### config.mk
export PLATFORM = sky130hd
export DESIGN_NAME = text_encoding_detector_core_flat
export DESIGN_NICKNAME = d
export VERILOG_FILES = /design/src/hdl/ted_pkg.sv /design/src/hdl/ted_in_if.sv /design/src/hdl/ted_out_if.sv /design/src/hdl/text_encoding_detector_core.sv /design/src/flat_wrapper.sv
export SDC_FILE = /design/constraint.sdc
export NUM_CORES = 1
export LEC_CHECK = 0
export ABC_CLOCK_PERIOD_IN_PS = 1980
export BUFFER_PORTS_ARGS = -buffer_cell sky130_fd_sc_hd__buf_2
export CAP_MARGIN = 20
export CORE_ASPECT_RATIO = 1.1
export CORE_MARGIN = 8
export CORE_UTILIZATION = 45
export DETAILED_ROUTE_END_ITERATION = 12
export GPL_TIMING_DRIVEN = 1
export HOLD_SLACK_MARGIN = 0.05
export PLACE_DENSITY = 0.76
export SYNTH_ARGS = -nofsm -noshare
export SYNTH_HDL_FRONTEND = slang
export SYNTH_SLANG_ARGS = --single-unit
### constraint.sdc
create_clock -name clk_i -period 1.98 [get_ports clk_i]
set_clock_uncertainty 0.1 [all_clocks]
set_input_delay 0.099 -clock clk_i [delete_from_list [all_inputs] [get_ports clk_i]]
set_output_delay 0.099 -clock clk_i [all_outputs]
set_load 0.01 [all_outputs]
### src/hdl/ted_pkg.sv
// ted_pkg: types, byte constants and the UTF-8 scan step for the text encoding detector.
// No dependencies.
`default_nettype none
package ted_pkg;

  localparam logic [7:0] ByteFf   = 8'hFF;
  localparam logic [7:0] ByteFe   = 8'hFE;
  localparam logic [7:0] ByteEf   = 8'hEF;
  localparam logic [7:0] ByteBb   = 8'hBB;
  localparam logic [7:0] ByteBf   = 8'hBF;
  localparam logic [7:0] Byte80   = 8'h80;
  localparam logic [7:0] ByteC0   = 8'hC0;
  localparam logic [7:0] ByteE0   = 8'hE0;
  localparam logic [7:0] ByteF0   = 8'hF0;
  localparam logic [7:0] ContMask = 8'hC0;

  typedef enum logic [2:0] {
    PhFirst,
    PhSecond,
    PhThird,
    PhScan,
    PhScanPend,
    PhDone
  } phase_e;

  typedef enum logic [2:0] {
    VerdUnknown,
    VerdU16Le,
    VerdU16Be,
    VerdU8Bom,
    VerdU8,
    VerdAnsi
  } verdict_e;

  typedef struct packed {
    phase_e      phase;
    logic [1:0]  cont;
    verdict_e    verdict;
  } scan_t;

  // one byte of the UTF-8 scan
  function automatic scan_t scan_byte(scan_t s, logic [7:0] b);
    scan_t r;
    logic  bad;
    r   = s;
    bad = ((b & ContMask) != Byte80);
    if (s.phase != PhDone) begin
      if (s.cont == 2'd0) begin
        r.phase = PhScan;
        if (b < Byte80) begin
          r.cont = 2'd0;
        end else if (b < ByteC0) begin
          r = '{phase: PhDone, cont: 2'd0, verdict: VerdAnsi};
        end else if (b < ByteE0) begin
          r.cont = 2'd1;
        end else if (b < ByteF0) begin
          r.cont = 2'd2;
        end else begin
          r = '{phase: PhDone, cont: 2'd0, verdict: VerdAnsi};
        end
      end else if (s.cont >= 2'd2) begin
        r.phase = bad ? PhScanPend : PhScan;
        r.cont  = 2'd1;
      end else if (bad || (s.phase == PhScanPend)) begin
        r = '{phase: PhDone, cont: 2'd0, verdict: VerdAnsi};
      end else begin
        r.cont  = 2'd0;
        r.phase = PhScan;
      end
    end
    return r;
  endfunction

endpackage
`default_nettype wire

### src/hdl/ted_in_if.sv
// ted_in_if: byte request channel (valid/ready, data byte, last flag).
// Depends on nothing.
`default_nettype none
interface ted_in_if;
  logic       valid;
  logic       ready;
  logic [7:0] data_byte;
  logic       last_byte;

  modport source (output valid, output data_byte, output last_byte, input ready);
  modport sink   (input valid, input data_byte, input last_byte, output ready);
endinterface
`default_nettype wire

### src/hdl/ted_out_if.sv
// ted_out_if: verdict request channel (valid/ready, 3-bit verdict).
// Depends on nothing.
`default_nettype none
interface ted_out_if;
  logic       valid;
  logic       ready;
  logic [2:0] verdict;

  modport source (output valid, output verdict, input ready);
  modport sink   (input valid, input verdict, output ready);
endinterface
`default_nettype wire

### src/hdl/text_encoding_detector_core.sv
// text_encoding_detector_core: BOM detection and UTF-8 validation over a byte stream.
// Depends on ted_pkg, ted_in_if, ted_out_if.
//
// Channel    Dir  Payload                    Request
// byte_i     in   data_byte[7:0], last_byte  one file byte
// verdict_o  out  verdict[2:0]               one verdict per file, on the last byte
//
// One byte per cycle while byte_i.ready is high; the verdict is registered and appears the cycle after the last byte.
// byte_i.ready is low only while a verdict is held and verdict_o.ready is low.
// Reset clears the scan state and drops any pending verdict.
// After each verdict the scan state returns to its reset values for the next file.
`default_nettype none
module text_encoding_detector_core (
  input  wire logic  clk_i,
  input  wire logic  rst_ni,
  ted_in_if.sink     byte_i,
  ted_out_if.source  verdict_o
);

  ted_pkg::phase_e   phase_q, phase_d;
  logic [1:0]        cont_q, cont_d;
  ted_pkg::verdict_e run_q, run_d;
  logic [7:0]        held_q, held_d;
  logic              out_valid_q, out_valid_d;
  ted_pkg::verdict_e out_verdict_q, out_verdict_d;

  ted_pkg::scan_t    cur, nxt, seed;
  logic              in_acc;
  logic [7:0]        b;

  assign byte_i.ready      = !out_valid_q || verdict_o.ready;
  assign in_acc            = byte_i.valid && byte_i.ready;
  assign b                 = byte_i.data_byte;
  assign verdict_o.valid   = out_valid_q;
  assign verdict_o.verdict = out_verdict_q;

  always_comb begin
    cur    = '{phase: phase_q, cont: cont_q, verdict: run_q};
    nxt    = cur;
    seed   = '{phase: ted_pkg::PhScan, cont: 2'd0, verdict: run_q};
    held_d = held_q;
    unique case (phase_q)
      ted_pkg::PhFirst: begin
        if (byte_i.last_byte) begin
          nxt = ted_pkg::scan_byte('{phase: ted_pkg::PhScan, cont: cont_q, verdict: run_q}, b);
        end else begin
          held_d    = b;
          nxt.phase = ted_pkg::PhSecond;
        end
      end
      ted_pkg::PhSecond: begin
        priority if (held_q == ted_pkg::ByteFf && b == ted_pkg::ByteFe) begin
          nxt.verdict = ted_pkg::VerdU16Le;
          nxt.phase   = ted_pkg::PhDone;
        end else if (held_q == ted_pkg::ByteFe && b == ted_pkg::ByteFf) begin
          nxt.verdict = ted_pkg::VerdU16Be;
          nxt.phase   = ted_pkg::PhDone;
        end else if (held_q == ted_pkg::ByteEf && b == ted_pkg::ByteBb) begin
          nxt.verdict = ted_pkg::VerdUnknown;
          nxt.phase   = byte_i.last_byte ? ted_pkg::PhDone : ted_pkg::PhThird;
        end else begin
          nxt = ted_pkg::scan_byte(ted_pkg::scan_byte(seed, held_q), b);
        end
      end
      ted_pkg::PhThird: begin
        nxt.verdict = (b == ted_pkg::ByteBf) ? ted_pkg::VerdU8Bom : ted_pkg::VerdUnknown;
        nxt.phase   = ted_pkg::PhDone;
      end
      ted_pkg::PhScan, ted_pkg::PhScanPend: begin
        nxt = ted_pkg::scan_byte(cur, b);
      end
      default: begin
        nxt = cur;
      end
    endcase
  end

  always_comb begin
    phase_d       = phase_q;
    cont_d        = cont_q;
    run_d         = run_q;
    out_valid_d   = out_valid_q && !verdict_o.ready;
    out_verdict_d = out_verdict_q;
    if (in_acc) begin
      if (byte_i.last_byte) begin
        phase_d       = ted_pkg::PhFirst;
        cont_d        = 2'd0;
        run_d         = ted_pkg::VerdU8;
        out_valid_d   = 1'b1;
        out_verdict_d = nxt.verdict;
      end else begin
        phase_d = nxt.phase;
        cont_d  = nxt.cont;
        run_d   = nxt.verdict;
      end
    end
  end

  always_ff @(posedge clk_i or negedge rst_ni) begin
    if (!rst_ni) begin
      phase_q     <= ted_pkg::PhFirst;
      cont_q      <= 2'd0;
      run_q       <= ted_pkg::VerdU8;
      held_q      <= 8'd0;
      out_valid_q <= 1'b0;
    end else begin
      phase_q     <= phase_d;
      cont_q      <= cont_d;
      run_q       <= run_d;
      out_valid_q <= out_valid_d;
      if (in_acc) begin
        held_q <= byte_i.last_byte ? 8'd0 : held_d;
      end
    end
  end

  always_ff @(posedge clk_i) begin
    out_verdict_q <= out_verdict_d;
  end

endmodule
`default_nettype wire

### src/flat_wrapper.sv
// flat-port wrapper written by rule: the top's interface ports become plain ports
module text_encoding_detector_core_flat 
  (clk_i, rst_ni, byte_i_valid, byte_i_data_byte, byte_i_last_byte, byte_i_ready, verdict_o_valid, verdict_o_verdict, verdict_o_ready);
  ted_in_if byte_i_i ();
  ted_out_if verdict_o_i ();
  input  wire logic clk_i;
  input  wire logic rst_ni;
  input wire logic [$bits(byte_i_i.valid)-1:0] byte_i_valid;
  input wire logic [$bits(byte_i_i.data_byte)-1:0] byte_i_data_byte;
  input wire logic [$bits(byte_i_i.last_byte)-1:0] byte_i_last_byte;
  output wire logic [$bits(byte_i_i.ready)-1:0] byte_i_ready;
  output wire logic [$bits(verdict_o_i.valid)-1:0] verdict_o_valid;
  output wire logic [$bits(verdict_o_i.verdict)-1:0] verdict_o_verdict;
  input wire logic [$bits(verdict_o_i.ready)-1:0] verdict_o_ready;
  assign byte_i_i.valid = byte_i_valid;
  assign byte_i_i.data_byte = byte_i_data_byte;
  assign byte_i_i.last_byte = byte_i_last_byte;
  assign byte_i_ready = byte_i_i.ready;
  assign verdict_o_valid = verdict_o_i.valid;
  assign verdict_o_verdict = verdict_o_i.verdict;
  assign verdict_o_i.ready = verdict_o_ready;
  text_encoding_detector_core u_core (.clk_i(clk_i), .rst_ni(rst_ni), .byte_i(byte_i_i), .verdict_o(verdict_o_i));
endmodule
# After elaboration in Yosys (flattened, before gate mapping)
# Cells that the tools add are included.
# totals
input_bits,13
word_cells,125
regBits,20
# op_classes
eq_ne,20
magnitude_cmp,10
reduce_logical,21
mux,68
# ops
cell,n
8-bit two-way mux,13
3-bit two-way mux,31
"8-bit < comparator, second input constant",8
"8-bit equality test, second input constant",7
5-bit two-way mux,6
2-bit two-way mux,13
3-bit one-hot mux with 4 select lines,2
"3-bit inequality test, second input constant",5
7-bit AND reduction,1
"3-bit by 2-bit equality test with 1-bit output, second input constant",2
"3-bit equality test, second input constant",2
2-bit one-hot mux with 3 select lines,1
1-bit logical AND,5
5-bit nonzero test,1
"2-bit >= comparator, second input constant",2
2-bit logical NOT,2
"2-bit inequality test, second input constant",2
2-bit AND reduction,2
"3-bit by 1-bit equality test with 1-bit output, second input constant",1
3-bit logical NOT,1
1-bit logical OR,3
"3-bit by 2-bit inequality test with 1-bit output, second input constant",1
3-bit AND reduction,1
3-bit nonzero test,1
other kinds (4),6

# Longest topological paths before layout
# Gate-level depths: netlist (run 1).
# logic_depth
word_depth,20
mapped_depth,8

# Worst setup path after synthesis (run 1)
# Ideal clock, no wire load.
# synth_path
path_type,flip-flop to flip-flop
start,reg u_core.held_q[4]
end,reg u_core.out_verdict_q[1] (netlist: u_core.verdict_o.verdict[1]) (data pin)
setup_slack_ps,-38
path_stages_with_launch,7
arrival_time_ps,1661
n_path_buf,0
synth_period_minus_slack_ps,2018
required_time_ps,1624
setup_ps,256
path_cell_list,dfrtp_1 -> nand4b_2 -> nor4_4 -> nor2_2 -> a31o_1 -> a211o_1 -> a22o_1
# synth_rtl
element,line,text
"start, declared",text_encoding_detector_core.sv:23,"logic [7:0] held_q, held_d;"
"start signal, assigned",text_encoding_detector_core.sv:112,held_q <= byte_i.last_byte ? 8'd0 : held_d;
"end signal, assigned",text_encoding_detector_core.sv:118,out_verdict_q <= out_verdict_d;
"end, declared",text_encoding_detector_core.sv:25,"ted_pkg::verdict_e out_verdict_q, out_verdict_d;"

==> flow_metrics.py, run 1 <==
metrics = {
    "timing": {
        "worstMarginPinSlew_ns": 0.462,
        "relSlewSlack_pct": 69.1,
        "post-route-period-util_pct": 100,
        "period_needed_ns": 1.99,
        "finalWorstSetupSlack_ns": -0.00963,
        "finalHoldViolations": 0,
        "grt_setup_unrepaired": "true",
        "report.final.setup_viol": 1,
        "achievable_freq_ghz": 0.503,
        "final.setup.tns_ns": -0.00963,
        "slew_viol_final": 0,
    },
    "cts": {
        "clk_path_buf_depth": 2,
        "clock-sinks": 20,
        "clock_latency_ns": 0.31,
        "worst_setup_hold_path_clk_slew_ns": 0.13,
        "cts-htree-levels": 1,
        "cts_root_buf": "sky130_fd_sc_hd__clkbuf_4",
        "tritoncts": "yes",
        "cts-buffers-inserted": 3,
    },
    "pwr": {
        "netSwitchingPower_mw": 0.762,
        "static-leakage-power_nw": 0.817,
        "power_report.internal_total_mw": 1.25,
        "irDropWorstVdd_mv": 0.744,
        "switch_share_pct": 37.9,
        "clock_power_share_pct": 17.1,
        "seq_power_share_pct": 34.9,
        "cellPowerDensity_nw_per_um2": 1090,
        "comb_power_share_pct": 48.0,
    },
    "yosys": {
        "synth_common_cells": "16 x sky130_fd_sc_hd__dfrtp_1, 15 x sky130_fd_sc_hd__nand2_1, 13 x sky130_fd_sc_hd__nor2_1",
        "postSynth.topFlopCell": "sky130_fd_sc_hd__dfrtp_1",
        "synth-edff-count": 3,
        "ys_seq_elements": 20,
        "syn-cell-area_um2": 1470,
        "synthCells": 163,
        "post-synth-top-area-cell": "sky130_fd_sc_hd__dfrtp_1",
        "ys_types": 57,
        "most_common_cell_in_the_netlist": "sky130_fd_sc_hd__dfrtp_1",
        "postSynthAreaPerCell_um2": 8.99,
        "syn_nets": 176,
        "synthesis.yosys.warnings": 0,
        "post-synth-top-area-fraction_pct": 27.3,
        "synthArstFlopShare_pct": 85.0,
        "ys_top_cells_by_area": "sky130_fd_sc_hd__dfrtp_1 27%, sky130_fd_sc_hd__edfxtp_1 6.1%, sky130_fd_sc_hd__a22o_1 4.8%",
        "synth_sequential_area_ratio_pct": 35.3,
    },
    "drt": {
        "detail_route.first_pass.iterations": 4,
        "drtAntennaViolNets": 0,
        "vias_per_cell": 6.15,
        "wire_per_inst_um": 17.0,
        "route.detailed.drc": 0,
        "totalWireLength_mm": 4.01,
        "drt_iter0_drc": 131,
        "via_count": 1452,
    },
    "worst_setup_path": {
        "path_class": "register to register",
        "timing.reg2reg.setup_slack_ns": -0.01,
        "cp-endpoint": "u_core.verdict_o.verdict[1]",
        "worst_ep_arrival_time_ns": 1.96,
        "delay_of_the_slowest_cell_on_the_worst_path_ns": 0.41,
        "worst-r2r-cell-count": 7,
        "worst_path_cell_chain": "buf_4, nand4_1, nor4_4, a31o_1, a31o_1, a211o_1, a22o_1",
        "cp_data_required_time_ns": 1.95,
        "r2r_start": "u_core.held_q[4]",
        "worst_setup_path_startpoint": "u_core.held_q[4]",
        "critical_path.endpoint_type": "register",
        "crit-reg2reg-capture": "u_core.verdict_o.verdict[1]",
        "critical_path.startpoint_type": "register",
        "worstPathMaxFanout": 5,
        "cp_common_cell": "sky130_fd_sc_hd__a31o_1",
        "cp_max_stage_cell": "sky130_fd_sc_hd__dfrtp_1",
    },
    "layout": {
        "num_antenna_cells": 0,
        "areaGrowthSynthToFinish_pct": 26.1,
        "layout.core_utilization_pct": 60.1,
        "postLayoutCellArea_um2": 1850,
        "fill_cells": 274,
        "design.final.nets": 216,
        "drive_gt1_share_pct": 32.2,
        "sequential_cell_area_um2": 523,
        "multiInputGateArea_um2": 896,
    },
    "placed_design": {
        "dpl.hpwl_mm": 3.05,
        "post-place-ws_ns": 0.00617,
        "place_area_um2": 1650,
        "place_congestion": 0.965,
        "port_buffers": 17,
    },
    "grt": {
        "overall_overflow_remaining_after_global_route": 0,
        "grt_max_degree": 18,
        "grt_util_all_layers_pct": 15.9,
        "number_of_antenna_violations_at_the_first_check_in_global_routing": 0,
        "first_global_vias": 1464,
        "grt_pass1_wl_mm": 6.89,
    },
    "worst_hold_path": {
        "hold_path_class": "primary input to register",
    },
    "die": {
        "die_y_um": 75.8,
        "die_x_um": 70.4,
        "rows": 21,
        "dieArea_um2": 5340,
        "start_util_pct": 47.7,
        "core_area_um2": 3070,
        "pin_count": 18,
    },
    "status": {
        "violated_checks": "negative setup slack",
        "status": "finished, violations left",
    },
    "flow_run": {
        "maxCapViolations": 0,
    },
}
cell usage in the layout, fill, tap and decap left out, types with 6 or more instances in the layout:
master                          instances
sky130_fd_sc_hd__dfrtp_1               11
sky130_fd_sc_hd__nor2_1                13
sky130_fd_sc_hd__dlygate4sd3_1         11
sky130_fd_sc_hd__buf_2                 17
sky130_fd_sc_hd__o21ai_1                6
sky130_fd_sc_hd__nand3_1                6
sky130_fd_sc_hd__a22o_1                 8
sky130_fd_sc_hd__buf_4                 16
sky130_fd_sc_hd__a21oi_1                9
sky130_fd_sc_hd__nand2_1               15
kinds of logic (layout without fill, tap and decap cells):
logic type	after synthesis	in the layout	share of synthesized area [%]
mux	1	1	0.769
compound gates	57	57	29.0
buf+inv	14	53	5.72
simple gates	71	71	29.2
flops	20	20	35.3
cell type report:
| class | count | area share [%] |
|---|---|---|
| clock buffer | 3 | 1.22 |
| inverter | 5 | 1.02 |
| timing repair buffer | 44 | 17.1 |
| sequential | 20 | 28.3 |
| tap | 34 | 2.30 |
| clock inverter | 1 | 1.62 |
| multi-input combinational | 129 | 48.5 |
stage by stage:
| step | total power [mW] | instances | hold slack [ns] |
|---|---|---|---|
| 6_report | 2.01 | 236 | 0.0635 |
| 3_5_place_dp | 1.59 | 220 | -0.0444 |
| 2_1_floorplan | 1.34 | 163 | -0.297 |
| 4_1_cts | 1.97 | 236 | 0.0554 |
| 3_3_place_gp | 1.57 | 220 | -0.0518 |
| 5_1_grt | 2.15 | 236 | 0.0825 |
flip-flops by register name, summed over array words and instances (netlist names):
register and cells:
u_core.cont_q 2, u_core.held_q 8, u_core.phase_q 3, u_core.run_q 3, u_core.verdict_o.valid 1, u_core.verdict_o.verdict 3
metal layers:
metal  global-route usage, %  vias to the layer above  part of all wire (%)
li1                        -                      699                     -
met1                    18.5                      695                    43
met2                    26.6                       50                    48
met3                    3.91                        8                   6.8
met4                    8.71                        0                   1.8
met5                       0                        -                     0
timing repair:
item / in CTS / in global routing
hold buffers: 11 / 0
resized for setup: 1 / 9
endpoints found under the hold margin: 26 / 0
setup buffers: 1 / 0
pin swaps: 0 / 4
endpoints found under the setup margin: 1 / 7
power by group through the flow:
stage	logic (mW)	registers, mW	clock network, mW
finish	0.967	0.701	0.344
global route	1.06	0.722	0.372
CTS	0.925	0.689	0.354
detailed placement	0.893	0.698	0
global placement	0.875	0.693	0
floorplan	0.682	0.654	0
worst max-delay path: cells and delay by family, from the launching register on:
| family | cells | cell delay (ns) |
|---|---|---|
| compound gates | 4 | 0.87 |
| flops | 1 | 0.41 |
| simple gates | 2 | 0.22 |
| buf+inv | 1 | 0.16 |
worst min-delay path by stage:
stage,cells past startpoint,startpoint,endpoint,slack [ns]
after detailed placement,1,rst_ni,u_core.verdict_o.valid,-0.04
after global placement,1,rst_ni,u_core.verdict_o.valid,-0.05
after global routing,2,byte_i_last_byte,u_core.phase_q[2],0.08
after floorplan,0,rst_ni,u_core.cont_q[0],-0.30
after CTS,2,byte_i_last_byte,u_core.phase_q[2],0.06
final,2,byte_i_last_byte,u_core.phase_q[2],0.06
Power figures use the tool's default switching activity.
==> inputs of run 2 (changes only) <==
ABC_CLOCK_PERIOD_IN_PS = 1800   (was 1980)
clock period = 1.8 ns   (was 1.98 ns; I/O delays follow)
==> flow_metrics.py, run 2 (synthesized netlist as in run 1, its figures left out) <==
metrics = {
    "status": {
        "status": "finished, violations left",
        "violated_checks": "negative setup slack",
    },
    "timing": {
        "finalHoldViolations": 0,
        "period_needed_ns": 1.96,
        "report.final.setup_viol": 10,
        "slew_viol_final": 0,
        "grt_setup_unrepaired": "true",
        "achievable_freq_ghz": 0.511,
        "finalWorstSetupSlack_ns": -0.157,
        "post-route-period-util_pct": 109,
        "relSlewSlack_pct": 71.9,
        "final.setup.tns_ns": -0.757,
        "worstMarginPinSlew_ns": 0.421,
    },
    "pwr": {
        "netSwitchingPower_mw": 0.971,
        "comb_power_share_pct": 58.1,
        "switch_share_pct": 40.3,
        "static-leakage-power_nw": 0.943,
        "irDropWorstVdd_mv": 0.736,
        "clock_power_share_pct": 9.6,
        "seq_power_share_pct": 32.3,
        "power_report.internal_total_mw": 1.44,
        "total_power_mw": 2.41,
        "cellPowerDensity_nw_per_um2": 1160,
    },
    "die": {
        "die_x_um": 70.4,
        "start_util_pct": 47.7,
        "die_y_um": 75.8,
        "dieArea_um2": 5340,
        "rows": 21,
        "core_area_um2": 3070,
        "pin_count": 18,
    },
    "placed_design": {
        "post-place-ws_ns": -0.175,
        "place.detailed.instances": 229,
        "dpl.hpwl_mm": 3.16,
        "port_buffers": 17,
        "place_congestion": 0.948,
    },
    "cts": {
        "cts_root_buf": "sky130_fd_sc_hd__clkbuf_4",
        "clock-sinks": 20,
        "clk_path_buf_depth": 2,
        "worst_setup_hold_path_clk_slew_ns": 0.12,
        "cts-buffers-inserted": 3,
        "tritoncts": "yes",
        "clock_latency_ns": 0.31,
        "cts-htree-levels": 1,
    },
    "worst_setup_path": {
        "worst_ep_arrival_time_ns": 1.94,
        "cp_data_required_time_ns": 1.78,
        "cp_common_cell": "sky130_fd_sc_hd__a31o_1",
        "path_delay_family": "compound AO/OA/AOI/OAI gates",
        "critical_path.startpoint_type": "register",
        "crit_buf_inv": 1,
        "cp_max_stage_cell": "sky130_fd_sc_hd__dfrtp_1",
        "worstPathMaxFanout": 3,
        "path_class": "register to register",
        "critical_path.endpoint_type": "register",
        "delay_of_the_slowest_cell_on_the_worst_path_ns": 0.42,
        "worst_path_cell_chain": "buf_4, nand4_1, nor4_4, a31o_1, a31o_1, a211o_1, a22o_1",
    },
    "layout": {
        "drive_gt1_share_pct": 43.5,
        "final_cell_mix": "35 x sky130_fd_sc_hd__buf_4, 17 x sky130_fd_sc_hd__buf_2, 15 x sky130_fd_sc_hd__nand2_1",
        "num_antenna_cells": 0,
        "design.final.nets": 237,
        "largest-register": "u_core.held_q",
        "final_common_cell": "sky130_fd_sc_hd__buf_4",
        "areaGrowthSynthToFinish_pct": 41.4,
        "number_of_flip_flops_under_the_largest_register_name": 8,
        "fill_cells": 225,
        "final_non_filler_cell_total": 257,
        "layout.core_utilization_pct": 67.4,
    },
    "grt": {
        "overall_overflow_remaining_after_global_route": 0,
        "busiest_layer": "met2",
        "grt_max_degree": 18,
        "use_met2_pct": 31.7,
        "grtUsageMet1_pct": 18.2,
        "grt_pass1_wl_mm": 7.50,
        "first_global_vias": 1614,
        "grt_util_all_layers_pct": 17.4,
        "number_of_antenna_violations_at_the_first_check_in_global_routing": 0,
        "groute.layer.met3.usage_pct": 3.52,
    },
    "drt": {
        "drt_iter0_drc": 92,
        "wire_per_inst_um": 18.2,
        "detail_route.first_pass.iterations": 4,
        "drtAntennaViolNets": 0,
        "via_count": 1616,
        "route.detailed.drc": 0,
        "vias_per_cell": 6.29,
        "totalWireLength_mm": 4.68,
    },
    "flow_run": {
        "maxCapViolations": 0,
    },
    "worst_hold_path": {
        "hold_path_class": "primary input to register",
    },
}
==> run 2: timing repair <==
item / 4_1_cts / 5_1_grt
cloned: 0 / 0
buffers inserted: 9 / 5
resized for setup: 7 / 19
pin swaps: 7 / 11
setup endpoints to repair: 17 / 18
endpoints found under the hold margin: 27 / 0
hold buffers: 10 / 0
==> run 2: path summary, 6_finish.rpt <==
check                            startpoint                          end  slack, ns  cells past startpoint
hold / removal             byte_i_last_byte             u_core.cont_q[0]       0.07                      2
setup / recovery           u_core.held_q[3]  u_core.verdict_o.verdict[1]      -0.16                      7
hold reg to reg             u_core.run_q[2]              u_core.run_q[2]       0.44                      2
setup reg to reg           u_core.held_q[3]  u_core.verdict_o.verdict[1]      -0.16                      7
max in group asynchronous            rst_ni              u_core.run_q[2]       1.14                      2
min in group asynchronous            rst_ni              u_core.run_q[1]       0.13                      2
==> run 2: cell type report <==
class                   instances  area (µm²)  share of cell area, %
clock buffers                   3        22.5                   1.09
clock inverters                 1        3.75                  0.181
repair buffers                 65         482                   23.2
multi-input cells             129         981                   47.3
inverters                       5        18.8                  0.906
well taps                      34        42.5                   2.05
flip-flops and latches         20         522                   25.2
==> run 2: through the flow <==
| stage | hold slack, ns | cell area [µm²] |
|---|---|---|
| 2_1_floorplan | -0.306 | 1490 |
| 3_3_place_gp | -0.0557 | 1730 |
| 3_5_place_dp | -0.0526 | 1730 |
| 4_1_cts | 0.0511 | 1940 |
| 5_1_grt | 0.0839 | 2070 |
| 6_report | 0.0750 | 2070 |
==> run 2: per-layer routing <==
layer	part of all wire, %	vias to the layer above
met3	5.1	21
met2	51	74
met4	4.9	0
met5	0	-
li1	-	744
met1	39	777
==> run 2: power groups by stage <==
stage                     logic (mW)  clock network [mW]  registers (mW)
after floorplan                0.767                   0           0.721
after global placement          1.07                   0           0.756
after detailed placement        1.09                   0           0.768
after CTS                       1.23               0.237           0.752
after global routing            1.50               0.260           0.792
final                           1.40               0.231           0.778
==> run 2: worst reg2reg max path, delay by kind of cell, from the launching register on <==
kind	cells	cell delay, ns
AO/OA/AOI/OAI	4	0.88
buffers and inverters	1	0.14
flip-flops	1	0.42
AND/OR/NAND/NOR	2	0.20
==> inputs of run 3 (changes only) <==
ABC_CLOCK_PERIOD_IN_PS = 2350   (was 1800)
PLACE_DENSITY = 0.73   (was 0.76)
clock period = 2.35 ns   (was 1.8 ns; I/O delays follow)
==> flow_metrics.py, run 3 (synthesized netlist as in run 1, its figures left out) <==
metrics = {
    "status": {
        "status": "complete, no violations",
    },
    "worst_setup_path": {
        "delay_of_the_slowest_cell_on_the_worst_path_ns": 0.45,
        "critical_path.startpoint_type": "register",
        "cp_data_required_time_ns": 2.32,
        "worstPathMaxFanout": 6,
        "cp_max_stage_cell": "sky130_fd_sc_hd__dfrtp_1",
        "worst_setup_path_startpoint": "u_core.held_q[4]",
        "worst_ep_arrival_time_ns": 2.15,
        "path_class": "register to register",
        "r2r_start": "u_core.held_q[4]",
        "worst_path_cell_chain": "nand4b_2, nor4_4, nor2_2, a31o_1, a211o_1, a22o_1",
        "crit_buf_inv": 0,
        "critical_path.endpoint_type": "register",
        "path_delay_family": "simple AND/OR/NAND/NOR gates",
    },
    "grt": {
        "number_of_antenna_violations_at_the_first_check_in_global_routing": 0,
        "grt_max_degree": 18,
        "grt_pass1_wl_mm": 6.65,
        "first_global_vias": 1410,
        "grt_util_all_layers_pct": 15.3,
        "overall_overflow_remaining_after_global_route": 0,
    },
    "timing": {
        "period_needed_ns": 2.18,
        "slew_viol_final": 0,
        "final.setup.tns_ns": 0,
        "finalHoldViolations": 0,
        "post-route-period-util_pct": 92.8,
        "grt_setup_unrepaired": "false",
        "fin_hold_ws_ns": 0.0501,
        "achievable_freq_ghz": 0.459,
        "report.final.setup_viol": 0,
        "worstMarginPinSlew_ns": 0.630,
        "relSlewSlack_pct": 57.7,
    },
    "layout": {
        "drive_gt1_share_pct": 22.2,
        "layout.core_utilization_pct": 53.6,
        "areaGrowthSynthToFinish_pct": 12.6,
        "design.final.nets": 199,
        "final_common_cell": "sky130_fd_sc_hd__buf_2",
        "final_cell_mix": "17 x sky130_fd_sc_hd__buf_2, 16 x sky130_fd_sc_hd__dfrtp_1, 15 x sky130_fd_sc_hd__nand2_1",
        "fill_cells": 297,
        "largest-register": "u_core.held_q",
        "num_antenna_cells": 0,
        "number_of_flip_flops_under_the_largest_register_name": 8,
    },
    "die": {
        "dieArea_um2": 5340,
        "start_util_pct": 47.7,
        "pin_count": 18,
        "die_y_um": 75.8,
        "core_area_um2": 3070,
        "rows": 21,
        "die_x_um": 70.4,
    },
    "cts": {
        "tritoncts": "yes",
        "cts-buffers-inserted": 3,
        "cts_root_buf": "sky130_fd_sc_hd__clkbuf_4",
        "cts.repair.resized": 0,
        "clock-sinks": 20,
        "worst_setup_hold_path_clk_slew_ns": 0.13,
        "postCtsSetupRepairBufs": 0,
        "cts-htree-levels": 1,
        "clock_latency_ns": 0.31,
        "post_cts_hold_buffer_count": 8,
        "clk_path_buf_depth": 2,
    },
    "drt": {
        "route.detailed.drc": 0,
        "vias_per_cell": 6.36,
        "drt_iter0_drc": 53,
        "met2_length_mm": 1.94,
        "via_count": 1392,
        "totalWireLength_mm": 3.85,
        "detail_route.first_pass.iterations": 4,
        "drtAntennaViolNets": 0,
        "route.met3.wl_um": 180,
        "highest-signal-layer": "met4",
        "wire_per_inst_um": 17.6,
        "m1WireLength_mm": 1.66,
    },
    "worst_hold_path": {
        "holdCritStartpoint": "byte_i_data_byte[6]",
        "hold_path_class": "primary input to register",
    },
    "placed_design": {
        "place_congestion": 0.951,
        "dpl.hpwl_mm": 2.93,
        "port_buffers": 17,
    },
    "pwr": {
        "static-leakage-power_nw": 0.697,
        "cellPowerDensity_nw_per_um2": 876,
        "irDropWorstVdd_mv": 0.395,
    },
    "flow_run": {
        "maxCapViolations": 0,
    },
}
[run 3: cell types whose count changed in the layout (fill, tap and decap cells not counted), moves of 3 or more]
cell,change
sky130_fd_sc_hd__buf_4,-33
sky130_fd_sc_hd__dfrtp_1,+4
sky130_fd_sc_hd__dfrtp_2,-4
sky130_fd_sc_hd__buf_6,-3
sky130_fd_sc_hd__nor3_1,+3
[run 3: worst register-to-register path, stage by stage (launching register included)]
cell and delay (ns):
sky130_fd_sc_hd__dfrtp_1 0.45, sky130_fd_sc_hd__nand4b_2 0.27, sky130_fd_sc_hd__nor4_4 0.39, sky130_fd_sc_hd__nor2_2 0.05
sky130_fd_sc_hd__a31o_1 0.25, sky130_fd_sc_hd__a211o_1 0.25, sky130_fd_sc_hd__a22o_1 0.18
[run 3: layout make-up]
class | count | area (µm²) | area share, %
multi-input cells | 129 | 865 | 52.4
flip-flops and latches | 20 | 517 | 31.3
repair buffers | 27 | 180 | 10.9
well taps | 34 | 42.5 | 2.58
clock buffers | 3 | 22.5 | 1.37
inverters | 5 | 18.8 | 1.14
clock inverters | 1 | 3.75 | 0.228
[run 3: path summary, 6_finish.rpt]
kind                                                to  slack [ns]  depth (start not counted)
max                        u_core.verdict_o.verdict[1]        0.17                          6
min                                   u_core.held_q[6]        0.05                          2
max reg2reg                u_core.verdict_o.verdict[1]        0.17                          6
min reg2reg                            u_core.run_q[2]        0.41                          2
max in group asynchronous              u_core.run_q[2]        1.67                          2
min in group asynchronous            u_core.phase_q[1]        0.14                          2
[run 3: metrics by stage]
stage                     instances  area (µm²)  setup slack, ns  power, mW
final                           219        1650            0.170       1.44
after global routing            219        1650           0.0807       1.55
after CTS                       219        1650            0.185       1.44
after detailed placement        207        1540            0.215       1.25
after global placement          207        1540            0.255       1.23
after floorplan                 163        1470            0.332       1.12
[run 3: power by group]
part	switching, mW	leakage (nW)	internal (mW)
Sequential	0.130	0.250	0.464
Combinational	0.364	0.432	0.309
Clock	0.116	0.0154	0.0620
[run 3: per-layer routing]
| metal | GRT usage, % | vias up |
|---|---|---|
| li1 | - | 664 |
| met1 | 18.0 | 667 |
| met2 | 27.5 | 51 |
| met3 | 2.47 | 10 |
| met4 | 5.80 | 0 |
| met5 | 0 | - |
